`config.mk`:
```
export PLATFORM = sky130hd
export DESIGN_NAME = led_mux_with_key_matrix_scan_top
export DESIGN_NICKNAME = d
export VERILOG_FILES = /design/src/rtl/lmks_pkg.sv /design/src/rtl/lmks_tick.sv /design/src/rtl/lmks_display.sv /design/src/rtl/lmks_scan.sv /design/src/rtl/led_mux_with_key_matrix_scan_top.sv
export SDC_FILE = /design/constraint.sdc
export NUM_CORES = 1
export LEC_CHECK = 0
export BUFFER_PORTS_ARGS = -buffer_cell sky130_fd_sc_hd__buf_2
export CAP_MARGIN = 20
export CELL_PAD_IN_SITES_DETAIL_PLACEMENT = 0
export CELL_PAD_IN_SITES_GLOBAL_PLACEMENT = 1
export CORE_MARGIN = 2
export CORE_UTILIZATION = 35
export DETAILED_ROUTE_END_ITERATION = 8
export GPL_TIMING_DRIVEN = 0
export PLACE_DENSITY = 0.56
export SYNTH_ARGS = -nofsm -noshare
export SYNTH_HDL_FRONTEND = slang
export SYNTH_SLANG_ARGS = --single-unit
```
`constraint.sdc`:
```
create_clock -name clock -period 6.3 [get_ports clock]
set_input_delay 0.315 -clock clock [delete_from_list [all_inputs] [get_ports clock]]
set_output_delay 0.315 -clock clock [all_outputs]
set_load 0.05 [all_outputs]
```
`src/rtl/lmks_pkg.sv`:
```
// ----------------------------------------------------------------------------
// lmks_pkg
// Shared types, constants and the key code table for the LED multiplexer
// with key matrix scan.
// ----------------------------------------------------------------------------
package lmks_pkg;

   localparam int NUM_DIGITS_DEF = 9;
   localparam int KEY_ROWS_DEF   = 6;

   localparam int TICK_W         = 14;
   localparam int SLOW_FOLD_W    = 11;
   localparam int FAST_WRAP_W    = 13;
   localparam int SLOW_BLINK_BIT = 9;
   localparam int FAST_BLINK_BIT = 11;
   localparam logic [SLOW_FOLD_W-1:0] SLOW_WRAP = 11'h7ff;

   localparam int DWELL_W = 8;
   localparam logic [DWELL_W-1:0] DWELL_RESET    = 8'h40;
   localparam logic [DWELL_W-1:0] DWELL_HELD     = 8'h0e;
   localparam logic [DWELL_W-1:0] DWELL_RELEASE  = 8'h0d;
   localparam logic [DWELL_W-1:0] DWELL_LIT_STEP = 8'h10;

   localparam int BLINK_W   = 9;
   localparam int DIGIT_W   = 4;
   localparam int SEG_W     = 8;
   localparam int LEVELS_W  = 8;
   localparam int ROW_W     = 3;
   localparam int CODE_W    = 8;

   localparam int KEY_IDX_W      = 7;
   localparam int KEY_TABLE_SIZE = 112;
   localparam logic [KEY_IDX_W-1:0] ALT_OFFSET = 7'(7 * 8);

   localparam int CSR_IDX_W  = 2;
   localparam int CSR_DATA_W = 9;

   typedef enum logic [CSR_IDX_W-1:0] {
      CSR_SLOW_MODE  = 2'd0,
      CSR_ALT_LAYOUT = 2'd1,
      CSR_BLINK_MASK = 2'd2
   } csr_index_type;

   typedef struct packed {
      logic               valid;
      logic [DIGIT_W-1:0] digit;
      logic [SEG_W-1:0]   segments;
   } light_type;

   typedef struct packed {
      logic             valid;
      logic [ROW_W-1:0] row;
      logic [ROW_W-1:0] column;
   } scan_type;

   typedef struct packed {
      logic              valid;
      logic [CODE_W-1:0] code;
   } key_type;

   localparam logic [CODE_W-1:0] KEY_TABLE [KEY_TABLE_SIZE] = '{
      8'h00, 8'h00, 8'h00, 8'h00, 8'h00, 8'h00, 8'h00, 8'h00,
      8'h00, 8'h00, 8'h00, 8'h00, 8'h00, 8'h00, 8'h00, 8'h00,
      8'h22, 8'h29, 8'h28, 8'h00, 8'h00, 8'h00, 8'h00, 8'h00,
      8'h24, 8'h11, 8'h12, 8'h13, 8'h00, 8'h00, 8'h00, 8'h00,
      8'h23, 8'h14, 8'h15, 8'h16, 8'h26, 8'h00, 8'h00, 8'h00,
      8'h17, 8'h18, 8'h19, 8'h25, 8'h27, 8'h21, 8'h00, 8'h00,
      8'h00, 8'h00, 8'h00, 8'h00, 8'h00, 8'h00, 8'h00, 8'h00,
      8'h00, 8'h00, 8'h00, 8'h00, 8'h00, 8'h00, 8'h00, 8'h00,
      8'h00, 8'h00, 8'h00, 8'h00, 8'h00, 8'h00, 8'h00, 8'h00,
      8'h22, 8'h29, 8'h28, 8'h00, 8'h00, 8'h00, 8'h00, 8'h00,
      8'h24, 8'h11, 8'h12, 8'h13, 8'h00, 8'h00, 8'h00, 8'h00,
      8'h23, 8'h14, 8'h15, 8'h16, 8'h25, 8'h00, 8'h00, 8'h00,
      8'h17, 8'h18, 8'h19, 8'h26, 8'h27, 8'h21, 8'h00, 8'h00,
      8'h11, 8'h23, 8'h13, 8'hff, 8'h00, 8'h00, 8'h12, 8'h00
   };

endpackage

```
`src/rtl/lmks_tick.sv`:
```
// ----------------------------------------------------------------------------
// lmks_tick
// Tick counter, advanced only on its advance input, with speed-dependent wrap and blink phase.
// ----------------------------------------------------------------------------
module lmks_tick
   import lmks_pkg::*;
(
   input  logic clock,
   input  logic reset,
   input  logic advance,
   input  logic slow_mode,
   output logic blink_on
);

   logic [TICK_W-1:0]    tick_ff;
   logic [TICK_W-1:0]    tick_in;
   logic [TICK_W-1:0]    tick_inc;
   logic [TICK_W-1:0]    tick_next;
   logic [SLOW_FOLD_W:0] fold_sum;
   logic                 fold_zero;
   logic                 wrap;

   // 2048 is 1 modulo 2047: fold the high bits onto the low ones
   always_comb begin
      tick_inc  = tick_ff + TICK_W'(1);
      fold_sum  = {1'b0, tick_inc[SLOW_FOLD_W-1:0]}
                + (SLOW_FOLD_W+1)'(tick_inc[TICK_W-1:SLOW_FOLD_W]);
      fold_zero = (fold_sum == '0) || (fold_sum == {1'b0, SLOW_WRAP});
      wrap      = (slow_mode && fold_zero) || (tick_inc[FAST_WRAP_W-1:0] == '0);
      tick_next = wrap ? '0 : tick_inc;
      tick_in   = advance ? tick_next : tick_ff;
      blink_on  = slow_mode ? tick_next[SLOW_BLINK_BIT] : tick_next[FAST_BLINK_BIT];
   end

   always_ff @(posedge clock) begin
      if (reset) begin
         tick_ff <= '0;
      end else begin
         tick_ff <= tick_in;
      end
   end

endmodule

```
`src/rtl/lmks_display.sv`:
```
// ----------------------------------------------------------------------------
// lmks_display
// Digit pattern store and digit sequencer; picks the next digit to light
// and its lit dwell.
// ----------------------------------------------------------------------------
module lmks_display
   import lmks_pkg::*;
#(
   parameter int NUM_DIGITS = NUM_DIGITS_DEF
)(
   input  logic               clock,
   input  logic               reset,
   input  logic               wr_en,
   input  logic [DIGIT_W-1:0] wr_digit,
   input  logic [SEG_W-1:0]   wr_pattern,
   input  logic               step,
   input  logic               blink_on,
   input  logic [BLINK_W-1:0] blink_mask,
   output light_type          light,
   output logic [DWELL_W-1:0] lit_dwell
);

   localparam int IDX_W = (NUM_DIGITS > 1) ? $clog2(NUM_DIGITS) : 1;

   logic [SEG_W-1:0]   patterns_ff [NUM_DIGITS];
   logic [IDX_W-1:0]   digit_pos_ff;
   logic [IDX_W-1:0]   digit_pos_in;
   logic [IDX_W:0]     pos_inc;
   logic [DIGIT_W-1:0] pos_wide;
   logic               blinked;
   logic               show;
   logic [SEG_W-1:0]   seg;
   logic [DIGIT_W-1:0] seg_ones;
   logic               wr_hit;

   always_comb begin
      pos_wide  = DIGIT_W'(digit_pos_ff);
      blinked   = (pos_wide < DIGIT_W'(BLINK_W)) ? blink_mask[pos_wide] : 1'b0;
      show      = !blinked || blink_on;
      seg       = patterns_ff[digit_pos_ff];
      seg_ones  = DIGIT_W'($countones(seg));
      lit_dwell = {seg_ones + DIGIT_W'(1), 4'h1};

      light.valid    = step && show;
      light.digit    = light.valid ? pos_wide : '0;
      light.segments = light.valid ? seg : '0;

      pos_inc      = {1'b0, digit_pos_ff} + (IDX_W+1)'(1);
      digit_pos_in = digit_pos_ff;
      if (step) begin
         digit_pos_in = (pos_inc >= (IDX_W+1)'(NUM_DIGITS)) ? '0 : pos_inc[IDX_W-1:0];
      end

      wr_hit = wr_en && ({1'b0, wr_digit} < 5'(NUM_DIGITS));
   end

   always_ff @(posedge clock) begin
      if (reset) begin
         digit_pos_ff <= '0;
         for (int i = 0; i < NUM_DIGITS; i++) begin
            patterns_ff[i] <= '0;
         end
      end else begin
         digit_pos_ff <= digit_pos_in;
         if (wr_hit) begin
            patterns_ff[wr_digit[IDX_W-1:0]] <= wr_pattern;
         end
      end
   end

endmodule

```
`src/rtl/lmks_scan.sv`:
```
// ----------------------------------------------------------------------------
// lmks_scan
// Dwell timer and triangular key matrix probe with release detection.
// ----------------------------------------------------------------------------
module lmks_scan
   import lmks_pkg::*;
#(
   parameter int KEY_ROWS = KEY_ROWS_DEF
)(
   input  logic                clock,
   input  logic                reset,
   input  logic                advance,
   input  logic [LEVELS_W-1:0] levels,
   input  logic                alt_layout,
   input  logic                load_valid,
   input  logic [DWELL_W-1:0]  load_dwell,
   output logic                dark_done,
   output scan_type            scan,
   output key_type             key
);

   localparam logic [ROW_W-1:0] ROW_START = ROW_W'(KEY_ROWS);

   logic [DWELL_W-1:0]   dwell_ff;
   logic [DWELL_W-1:0]   dwell_in;
   logic [ROW_W-1:0]     row_ff;
   logic [ROW_W-1:0]     row_in;
   logic [ROW_W-1:0]     col_ff;
   logic [ROW_W-1:0]     col_in;

   logic                 lit_active;
   logic [DWELL_W-1:0]   dwell_lit;
   logic                 hold;
   logic                 probe;
   logic [DWELL_W-1:0]   dwell_dark;
   logic [ROW_W-1:0]     col_dec;
   logic [ROW_W-1:0]     row_dec;
   logic                 pressed;
   logic                 released;
   logic [KEY_IDX_W-1:0] key_idx;
   logic [CODE_W-1:0]    code;
   logic [ROW_W-1:0]     col_after;
   logic [DWELL_W-1:0]   dwell_probe;

   always_comb begin
      lit_active = dwell_ff[7:4] != '0;
      dwell_lit  = lit_active ? dwell_ff - DWELL_LIT_STEP : dwell_ff;
      hold       = lit_active && (dwell_lit[7:4] != '0);
      probe      = !hold && (dwell_lit != '0);
      dark_done  = !hold && (dwell_lit == '0);

      dwell_dark = dwell_lit - DWELL_W'(1);
      col_dec    = col_ff - ROW_W'(1);
      row_dec    = row_ff - ROW_W'(1);
      pressed    = levels[col_dec];
      released   = !pressed && (dwell_dark == DWELL_RELEASE);
      key_idx    = KEY_IDX_W'({row_dec, col_dec}) + (alt_layout ? ALT_OFFSET : '0);
      code       = (key_idx < KEY_IDX_W'(KEY_TABLE_SIZE)) ? KEY_TABLE[key_idx] : '0;
      col_after  = pressed ? col_ff : col_dec;
      dwell_probe = pressed ? DWELL_HELD : dwell_dark;

      scan.valid  = probe;
      scan.row    = probe ? row_ff : '0;
      scan.column = probe ? col_dec : '0;
      key.valid   = probe && released;
      key.code    = (probe && released) ? code : '0;

      dwell_in = dwell_ff;
      row_in   = row_ff;
      col_in   = col_ff;
      if (advance) begin
         if (hold) begin
            dwell_in = dwell_lit;
         end else if (probe) begin
            dwell_in = dwell_probe;
            col_in   = col_after;
            if (col_after == '0) begin
               if (row_dec != '0) begin
                  row_in = row_dec;
                  col_in = row_dec;
               end else begin
                  row_in = ROW_START;
                  col_in = ROW_START;
               end
            end
         end else begin
            dwell_in = load_valid ? load_dwell : dwell_lit;
         end
      end
   end

   always_ff @(posedge clock) begin
      if (reset) begin
         dwell_ff <= DWELL_RESET;
         row_ff   <= ROW_START;
         col_ff   <= ROW_START;
      end else begin
         dwell_ff <= dwell_in;
         row_ff   <= row_in;
         col_ff   <= col_in;
      end
   end

endmodule

```
`src/rtl/led_mux_with_key_matrix_scan_top.sv`:
```
// ----------------------------------------------------------------------------
// led_mux_with_key_matrix_scan_top
// Multiplexed LED digit driver with key matrix probing in the dark periods.
// An accepted item is registered in the input register, then its result in
// the result register. Throughput: one item per cycle unless rsp_stall holds
// the result; the tick and dwell update is one short pass between the input
// register and the result register. Reset clears the pattern store, the tick
// counter, the digit position and all configuration registers, loads the
// dwell timer with 0x40 and parks the probe at row and column KEY_ROWS.
// ----------------------------------------------------------------------------
module led_mux_with_key_matrix_scan_top
   import lmks_pkg::*;
#(
   parameter int NUM_DIGITS = NUM_DIGITS_DEF,
   parameter int KEY_ROWS   = KEY_ROWS_DEF
)(
   input  logic                  clock,
   input  logic                  reset,
   input  logic                  req_valid,
   output logic                  req_stall,
   input  logic                  req_mode,
   input  logic [LEVELS_W-1:0]   req_column_levels,
   input  logic [DIGIT_W-1:0]    req_write_digit,
   input  logic [SEG_W-1:0]      req_write_pattern,
   output logic                  rsp_valid,
   input  logic                  rsp_stall,
   output logic                  rsp_light_valid,
   output logic [DIGIT_W-1:0]    rsp_lit_digit,
   output logic [SEG_W-1:0]      rsp_lit_segments,
   output logic                  rsp_scan_valid,
   output logic [ROW_W-1:0]      rsp_scan_row,
   output logic [ROW_W-1:0]      rsp_scan_column,
   output logic                  rsp_key_valid,
   output logic [CODE_W-1:0]     rsp_key_code,
   input  logic                  csr_we,
   input  logic [CSR_IDX_W-1:0]  csr_index,
   input  logic [CSR_DATA_W-1:0] csr_wdata
);

   logic               slow_mode_ff;
   logic               alt_layout_ff;
   logic [BLINK_W-1:0] blink_mask_ff;

   logic                in_valid_ff;
   logic                in_valid_in;
   logic                in_mode_ff;
   logic [LEVELS_W-1:0] in_levels_ff;
   logic [DIGIT_W-1:0]  in_digit_ff;
   logic [SEG_W-1:0]    in_pattern_ff;

   logic                out_valid_ff;
   logic                out_valid_in;
   light_type           out_light_ff;
   light_type           out_light_in;
   scan_type            out_scan_ff;
   scan_type            out_scan_in;
   key_type             out_key_ff;
   key_type             out_key_in;

   logic               accept;
   logic               advance;
   logic               fire;
   logic               tick_fire;
   logic               write_fire;
   logic               blink_on;
   logic               dark_done;
   logic [DWELL_W-1:0] lit_dwell;
   light_type          light;
   scan_type           scan;
   key_type            key;

   always_comb begin
      advance     = !out_valid_ff || !rsp_stall;
      req_stall   = in_valid_ff && !advance;
      accept      = req_valid && !req_stall;
      fire        = in_valid_ff && advance;
      tick_fire   = fire && !in_mode_ff;
      write_fire  = fire && in_mode_ff;
      in_valid_in = accept || (in_valid_ff && !advance);

      out_valid_in = fire || (out_valid_ff && rsp_stall);
      out_light_in = '0;
      out_scan_in  = '0;
      out_key_in   = '0;
      if (!in_mode_ff) begin
         out_light_in = light;
         out_scan_in  = scan;
         out_key_in   = key;
      end
   end

   lmks_tick u_tick (
      .clock     (clock),
      .reset     (reset),
      .advance   (tick_fire),
      .slow_mode (slow_mode_ff),
      .blink_on  (blink_on)
   );

   lmks_scan #(
      .KEY_ROWS (KEY_ROWS)
   ) u_scan (
      .clock      (clock),
      .reset      (reset),
      .advance    (tick_fire),
      .levels     (in_levels_ff),
      .alt_layout (alt_layout_ff),
      .load_valid (light.valid),
      .load_dwell (lit_dwell),
      .dark_done  (dark_done),
      .scan       (scan),
      .key        (key)
   );

   lmks_display #(
      .NUM_DIGITS (NUM_DIGITS)
   ) u_display (
      .clock      (clock),
      .reset      (reset),
      .wr_en      (write_fire),
      .wr_digit   (in_digit_ff),
      .wr_pattern (in_pattern_ff),
      .step       (tick_fire && dark_done),
      .blink_on   (blink_on),
      .blink_mask (blink_mask_ff),
      .light      (light),
      .lit_dwell  (lit_dwell)
   );

   always_ff @(posedge clock) begin
      if (reset) begin
         slow_mode_ff  <= 1'b0;
         alt_layout_ff <= 1'b0;
         blink_mask_ff <= '0;
      end else if (csr_we) begin
         unique case (csr_index_type'(csr_index))
            CSR_SLOW_MODE:  slow_mode_ff  <= csr_wdata[0];
            CSR_ALT_LAYOUT: alt_layout_ff <= csr_wdata[0];
            CSR_BLINK_MASK: blink_mask_ff <= csr_wdata[BLINK_W-1:0];
            default: ;
         endcase
      end
   end

   always_ff @(posedge clock) begin
      if (reset) begin
         in_valid_ff  <= 1'b0;
         out_valid_ff <= 1'b0;
      end else begin
         in_valid_ff  <= in_valid_in;
         out_valid_ff <= out_valid_in;
      end
   end

   always_ff @(posedge clock) begin
      if (accept) begin
         in_mode_ff    <= req_mode;
         in_levels_ff  <= req_column_levels;
         in_digit_ff   <= req_write_digit;
         in_pattern_ff <= req_write_pattern;
      end
      if (fire) begin
         out_light_ff <= out_light_in;
         out_scan_ff  <= out_scan_in;
         out_key_ff   <= out_key_in;
      end
   end

   assign rsp_valid        = out_valid_ff;
   assign rsp_light_valid  = out_light_ff.valid;
   assign rsp_lit_digit    = out_light_ff.digit;
   assign rsp_lit_segments = out_light_ff.segments;
   assign rsp_scan_valid   = out_scan_ff.valid;
   assign rsp_scan_row     = out_scan_ff.row;
   assign rsp_scan_column  = out_scan_ff.column;
   assign rsp_key_valid    = out_key_ff.valid;
   assign rsp_key_code     = out_key_ff.code;

endmodule

```
### Word-level counts from Yosys, hierarchy flattened

Memories as Yosys holds them, arrays and structs flattened. A register that Yosys moved wholly into a read port is not among the register bits.
Cells that the tools add are included.

* $add $sub $neg: 16
* order comparisons: 6
* reduce and logical (&&, ||, !) cells: 47
* bitwise gates (word level): 6
* multiplexer cells: 27
* equality and inequality tests: 4

Operators with widths (number)
* $mux W8: 6
* $mux W4: 4
* $logic_and A1 B1 Y1: 15
* $add A14 B1 Y14 const B: 1
* $mux W14: 1
* $logic_not A13 Y1: 1
* $add A11 B3 Y12: 1
* $add A4 B4 Y4: 3
* $eq A12 B11 Y1 const B: 1
* $logic_not A12 Y1: 1
* $mux W1: 10
* $mux W3: 3
* $add A1 B1 Y2: 4
* $eq A8 B4 Y1 const B: 1
* $logic_not A1 Y1: 8
* $logic_not A8 Y1: 1
* $lt A4 B4 Y1 const B: 2
* $not A7 Y8: 1
* $reduce_bool A4 Y1: 2
* $reduce_bool A8 Y1: 1
* $reduce_or A8 Y1: 1
* $sub A8 B1 Y8 const B: 1
* $sub A8 B5 Y8 const B: 1
* $add A6 B7 Y7: 1
* 22 further kinds: 35

* bits of input ports: 37
* register bits after elaboration: 87
* output and inout bits: 31
* word-level logic and storage cells: 129
* bits in writable memories: 72
* memories: 2
* ROM bits: 1024

Memory list
* (name not given): words 128, bits a word 8, rd ports 1, clocked after memory_dff 1, write ports 0, RTL line lmks_scan.sv:58 `code = (key_idx < KEY_IDX_W'(KEY_TABLE_SIZE)) ? KEY_TABLE[key_idx] : '0;`
* u_display.patterns_ff: words 9, bits a word 8, rd ports 1, clocked after memory_dff 1, write ports 9, RTL line lmks_display.sv:25 `logic [SEG_W-1:0] patterns_ff [NUM_DIGITS];`

### Logic depth before layout (Yosys ltp)

* depth in word-level cells: 13
* mapped depth: 15
* depth with buffers taken out: 12

### Modules after synthesis

Synthesis repeated with hierarchy kept, for this count alone.

* cells, all modules: 1037
* area total of the unflattened synthesis: 12180.4 um^2

Modules (own cells, without submodules)
* lmks_display: cells an instance 384, area an instance 6149.6 um^2, times used 1, sequential area each 4003.8 um^2
* led_mux_with_key_matrix_scan_top: cells an instance 143, area an instance 2308.5 um^2, times used 1, sequential area each 1761.7 um^2
* lmks_scan: cells an instance 321, area an instance 2297.2 um^2, times used 1, sequential area each 280.3 um^2
* lmks_tick: cells an instance 189, area an instance 1425.1 um^2, times used 1, sequential area each 280.3 um^2

### Worst setup path after synthesis

OpenSTA, ideal clock, no wires.

* path kind: reg2reg
* start: register with a tool-made name
* end: register u_scan.dwell_ff[6]
* cell stages (with the launch flop): 11
* path buffers: 2
* clock period less this slack: 4.347 ns
* required time: 6.178 ns
* library setup time: 0.122 ns
* setup slack: 1.953 ns
* arrival time: 4.225 ns
* cells stage by stage: dfxtp_1 clkbuf_1 buf_1 mux4_2 mux4_2 ha_1 fa_1 fa_1 ha_1 fa_1 a221o_1

RTL lines
* to (signal assigned): RTL line lmks_scan.sv:98 `dwell_ff <= dwell_in;`
* to (decl): RTL line lmks_scan.sv:24 `logic [DWELL_W-1:0] dwell_ff;`

==> reports/qor.csv <==
stage;metric;value;unit
global_routing;GRT overflow;0;
sta;final setup vio count;0;
critical_path;R2R depth;12;
hold_path;hold path cells;3;
logic_synthesis;Seq/Total Area, Yosys;55.7;%
drt;Vias/cell;5.08;
die;# rows;65;
critical_path;FF-to-FF End;u_scan.dwell_ff[5];
finish;multi-input gate area in the final layout;4890;µm²
sta;clock skew;0.0124;ns
drt;DR iter-0 viols;484;
logic_synthesis;top cell type's share of synthesized area;47.0;%
sta;Worst slew margin;27.5;%
global_routing;vias in the first global route;7592;
logic_synthesis;Yosys reg bits;226;
clock_network;CTS buffer count;26;
global_routing;initial antenna violation count;0;
drt;drt drc;0;
placement;Setup WS pre-CTS;1.24;ns
logic_synthesis;count leader, synth;edfxtp_1;
hold_path;HP Start;csr_wdata[0];
logic_synthesis;ys flop type;edfxtp_1;
finish;layout cells sized above 1;17.4;%
critical_path;R2R Setup Slk;1.43;ns
sta;setup TNS;0;ns
clock_network;CTS tree;built;
critical_path;crit start category;register;
hold_path;WHS Endpoint;slow_mode_ff;
sta;Tmin final;4.87;ns
hold_path;Hold Crit Class;input port to register;
finish;nets;1145;
finish;Fillers;3005;
finish;post-layout util;42.9;%
flow_run;Max Cap Violations;0;
logic_synthesis;area leader, netlist;edfxtp_1;
drt;Detail Route Antenna Nets;0;
die;I/O Pins;68;
finish;register area;6300;µm²
sta;fmax;0.205;GHz
clock_network;Clock Sinks;226;
global_routing;global routing usage on met1;22.2;%
die;Die Width;184;µm
drt;via count;7590;
clock_network;root buffer cell;clkbuf_16;
clock_network;clock-pin slew on the worst setup and hold paths;0.07;ns
global_routing;met3 usage;2.30;%
power;Lkg Pwr;5.02;nW
finish;Antenna Cells;0;
placement;Placer Congestion;0.785;
logic_synthesis;dominant cells by area after synthesis;edfxtp_1, mux4_2, dfxtp_1;
placement;hpwl dp;19700;µm
logic_synthesis;FFs w/ async S/R, synth;0;%
sta;RSZ-0062 raised after global routing;false;
sta;crit share post-route;77.3;%
power;PD cells;252;nW/µm²
critical_path;crit-path max FO;10;
finish;P&R area growth vs syn;20.1;%
logic_synthesis;Cell Area, Synth;11300;µm²
clock_network;H-tree levels;1;
drt;routed wire length per instance;19.0;µm
critical_path;Required @ worst endpoint;6.74;ns
die;initial core utilization;35.7;%
outcome;status;complete, no violations;
clock_network;Post-CTS Resized;0;
drt;total wire length after detailed routing;28400;µm
logic_synthesis;Yosys Warn Count;0;
sta;max-slew violation count;0;
clock_network;clock buffer depth;3;
logic_synthesis;EDFF count, synth;177;
power;Max IR drop VDD;209;µV
global_routing;first-pass GRT wire length;44500;µm
sta;slew at the pin closest to its max-slew limit;1.08;ns
logic_synthesis;post-synth cell types;78;
logic_synthesis;Syn Inst Count;888;
sta;final hold vios;0;
critical_path;CP Capture Type;register;
clock_network;worst skew pair latency;0.55;ns
global_routing;GR peak layer;met2;
sta;worst setup margin;1.43;ns
logic_synthesis;most frequent cells after synthesis;edfxtp_1, and2_1, nor2_1, dfxtp_1, mux4_2;
global_routing;GRT Resource Usage Total;17.2;%
placement;IO Port Bufs;67;
critical_path;CP Class;register to register;
drt;DRT Pass-1 Iters;5;
logic_synthesis;Avg Cell Area, Syn;12.7;µm²
die;core area;31600;µm²
die;DIE AREA;33700;µm²
die;die height;184;µm
critical_path;Worst Path Arrival;5.31;ns
global_routing;pin count of the biggest net entering global routing;19;
global_routing;M2 GR Usage;30.4;%
layer usage:
metal / part of all wire, % / wire, µm
met5: 0 / 0
met2: 50 / 14300
met1: 44 / 12600
met4: 2.2 / 640
met3: 3.4 / 958
area by class of cell:
cell class / instances / share of cell area [%]
Timing Repair Buffer: 103 / 5.33
Buffer: 54 / 1.65
Clock inverter: 14 / 0.866
Multi-Input combinational cell: 633 / 36.0
Inverter: 30 / 0.830
Tap cell: 402 / 3.71
Sequential cell: 226 / 46.4
Clock buffer: 33 / 5.22
per-stage QoR:
stage | power (mW) | hold slack (ns) | std cells | instance area (µm²)
CTS | 3.48 | 0.0254 | 1494 | 13600
global route | 3.56 | 0.0454 | 1495 | 13600
floorplan | 1.89 | 0.414 | 943 | 11500
global placement | 1.98 | 0.448 | 1412 | 12300
finish | 3.43 | 0.0449 | 1495 | 13600
detailed placement | 1.98 | 0.455 | 1417 | 12400
state kept, by name, summed over array words and instances, names as in the netlist, 4 cells and up, named ones only:
register and flops:
u_scan.dwell_ff 8, u_tick.tick_ff 14, u_display.digit_pos_ff 4, rsp_key_code 7, rsp_lit_segments 8, in_pattern_ff 8, in_digit_ff 4, rsp_lit_digit 4
in_levels_ff 8, blink_mask_ff 9, u_display.patterns_ff 128
worst max path at each step:
stage / to / from / cells past startpoint
2_1_floorplan: u_scan.dwell_ff[6] / register / 10
3_3_place_gp: u_scan.dwell_ff[5] / register / 12
5_1_grt: u_scan.dwell_ff[5] / register / 12
3_5_place_dp: u_scan.dwell_ff[5] / register / 12
6_report: u_scan.dwell_ff[5] / register / 12
4_1_cts: u_scan.dwell_ff[5] / register / 12
cell usage in the layout (no fill, tap or decap), drive strengths merged, types with 33 or more instances in the layout:
cell type and instances:
a21oi 33, buf 95, edfxtp 177, clkbuf 65, nor2 58, dfxtp 49, nand2 42, and2 88
conb 56, mux4 44
logic make-up (layout without fill, tap and decap cells):
logic type | count (synthesis) | count (layout) | synth area share (%)
AOI/OAI and AO/OA | 162 | 162 | 10.1
other | 1 | 56 | 0.0332
xor gates and xnor gates | 26 | 26 | 2.01
muxes | 66 | 66 | 10.8
DFF | 226 | 226 | 55.7
and+or+nand+nor | 289 | 289 | 14.1
buffers and inverters | 84 | 234 | 2.98
adders and majority gates | 34 | 34 | 4.16
what timing repair did:
action,in CTS,in global routing
hold buffers,30,0
endpoints found under the hold margin,30,0
setup buffers,0,0
power by group:
group / switching (mW) / total, mW / internal [mW]
clock network: 0.625 / 1.46 / 0.838
logic: 0.157 / 0.259 / 0.102
registers: 0.0335 / 1.70 / 1.67
critical path, stage by stage (launching register included):
cell	delay, ns
dfxtp_1	0.31
clkbuf_1	0.24
buf_1	0.78
mux4_2	0.62
mux4_2	0.55
ha_1	0.25
fa_1	0.50
fa_1	0.49
ha_1	0.29
and2_1	0.18
o311ai_0	0.14
a21boi_0	0.16
o211a_1	0.23
No activity file was read; power rests on OpenSTA's default activity.
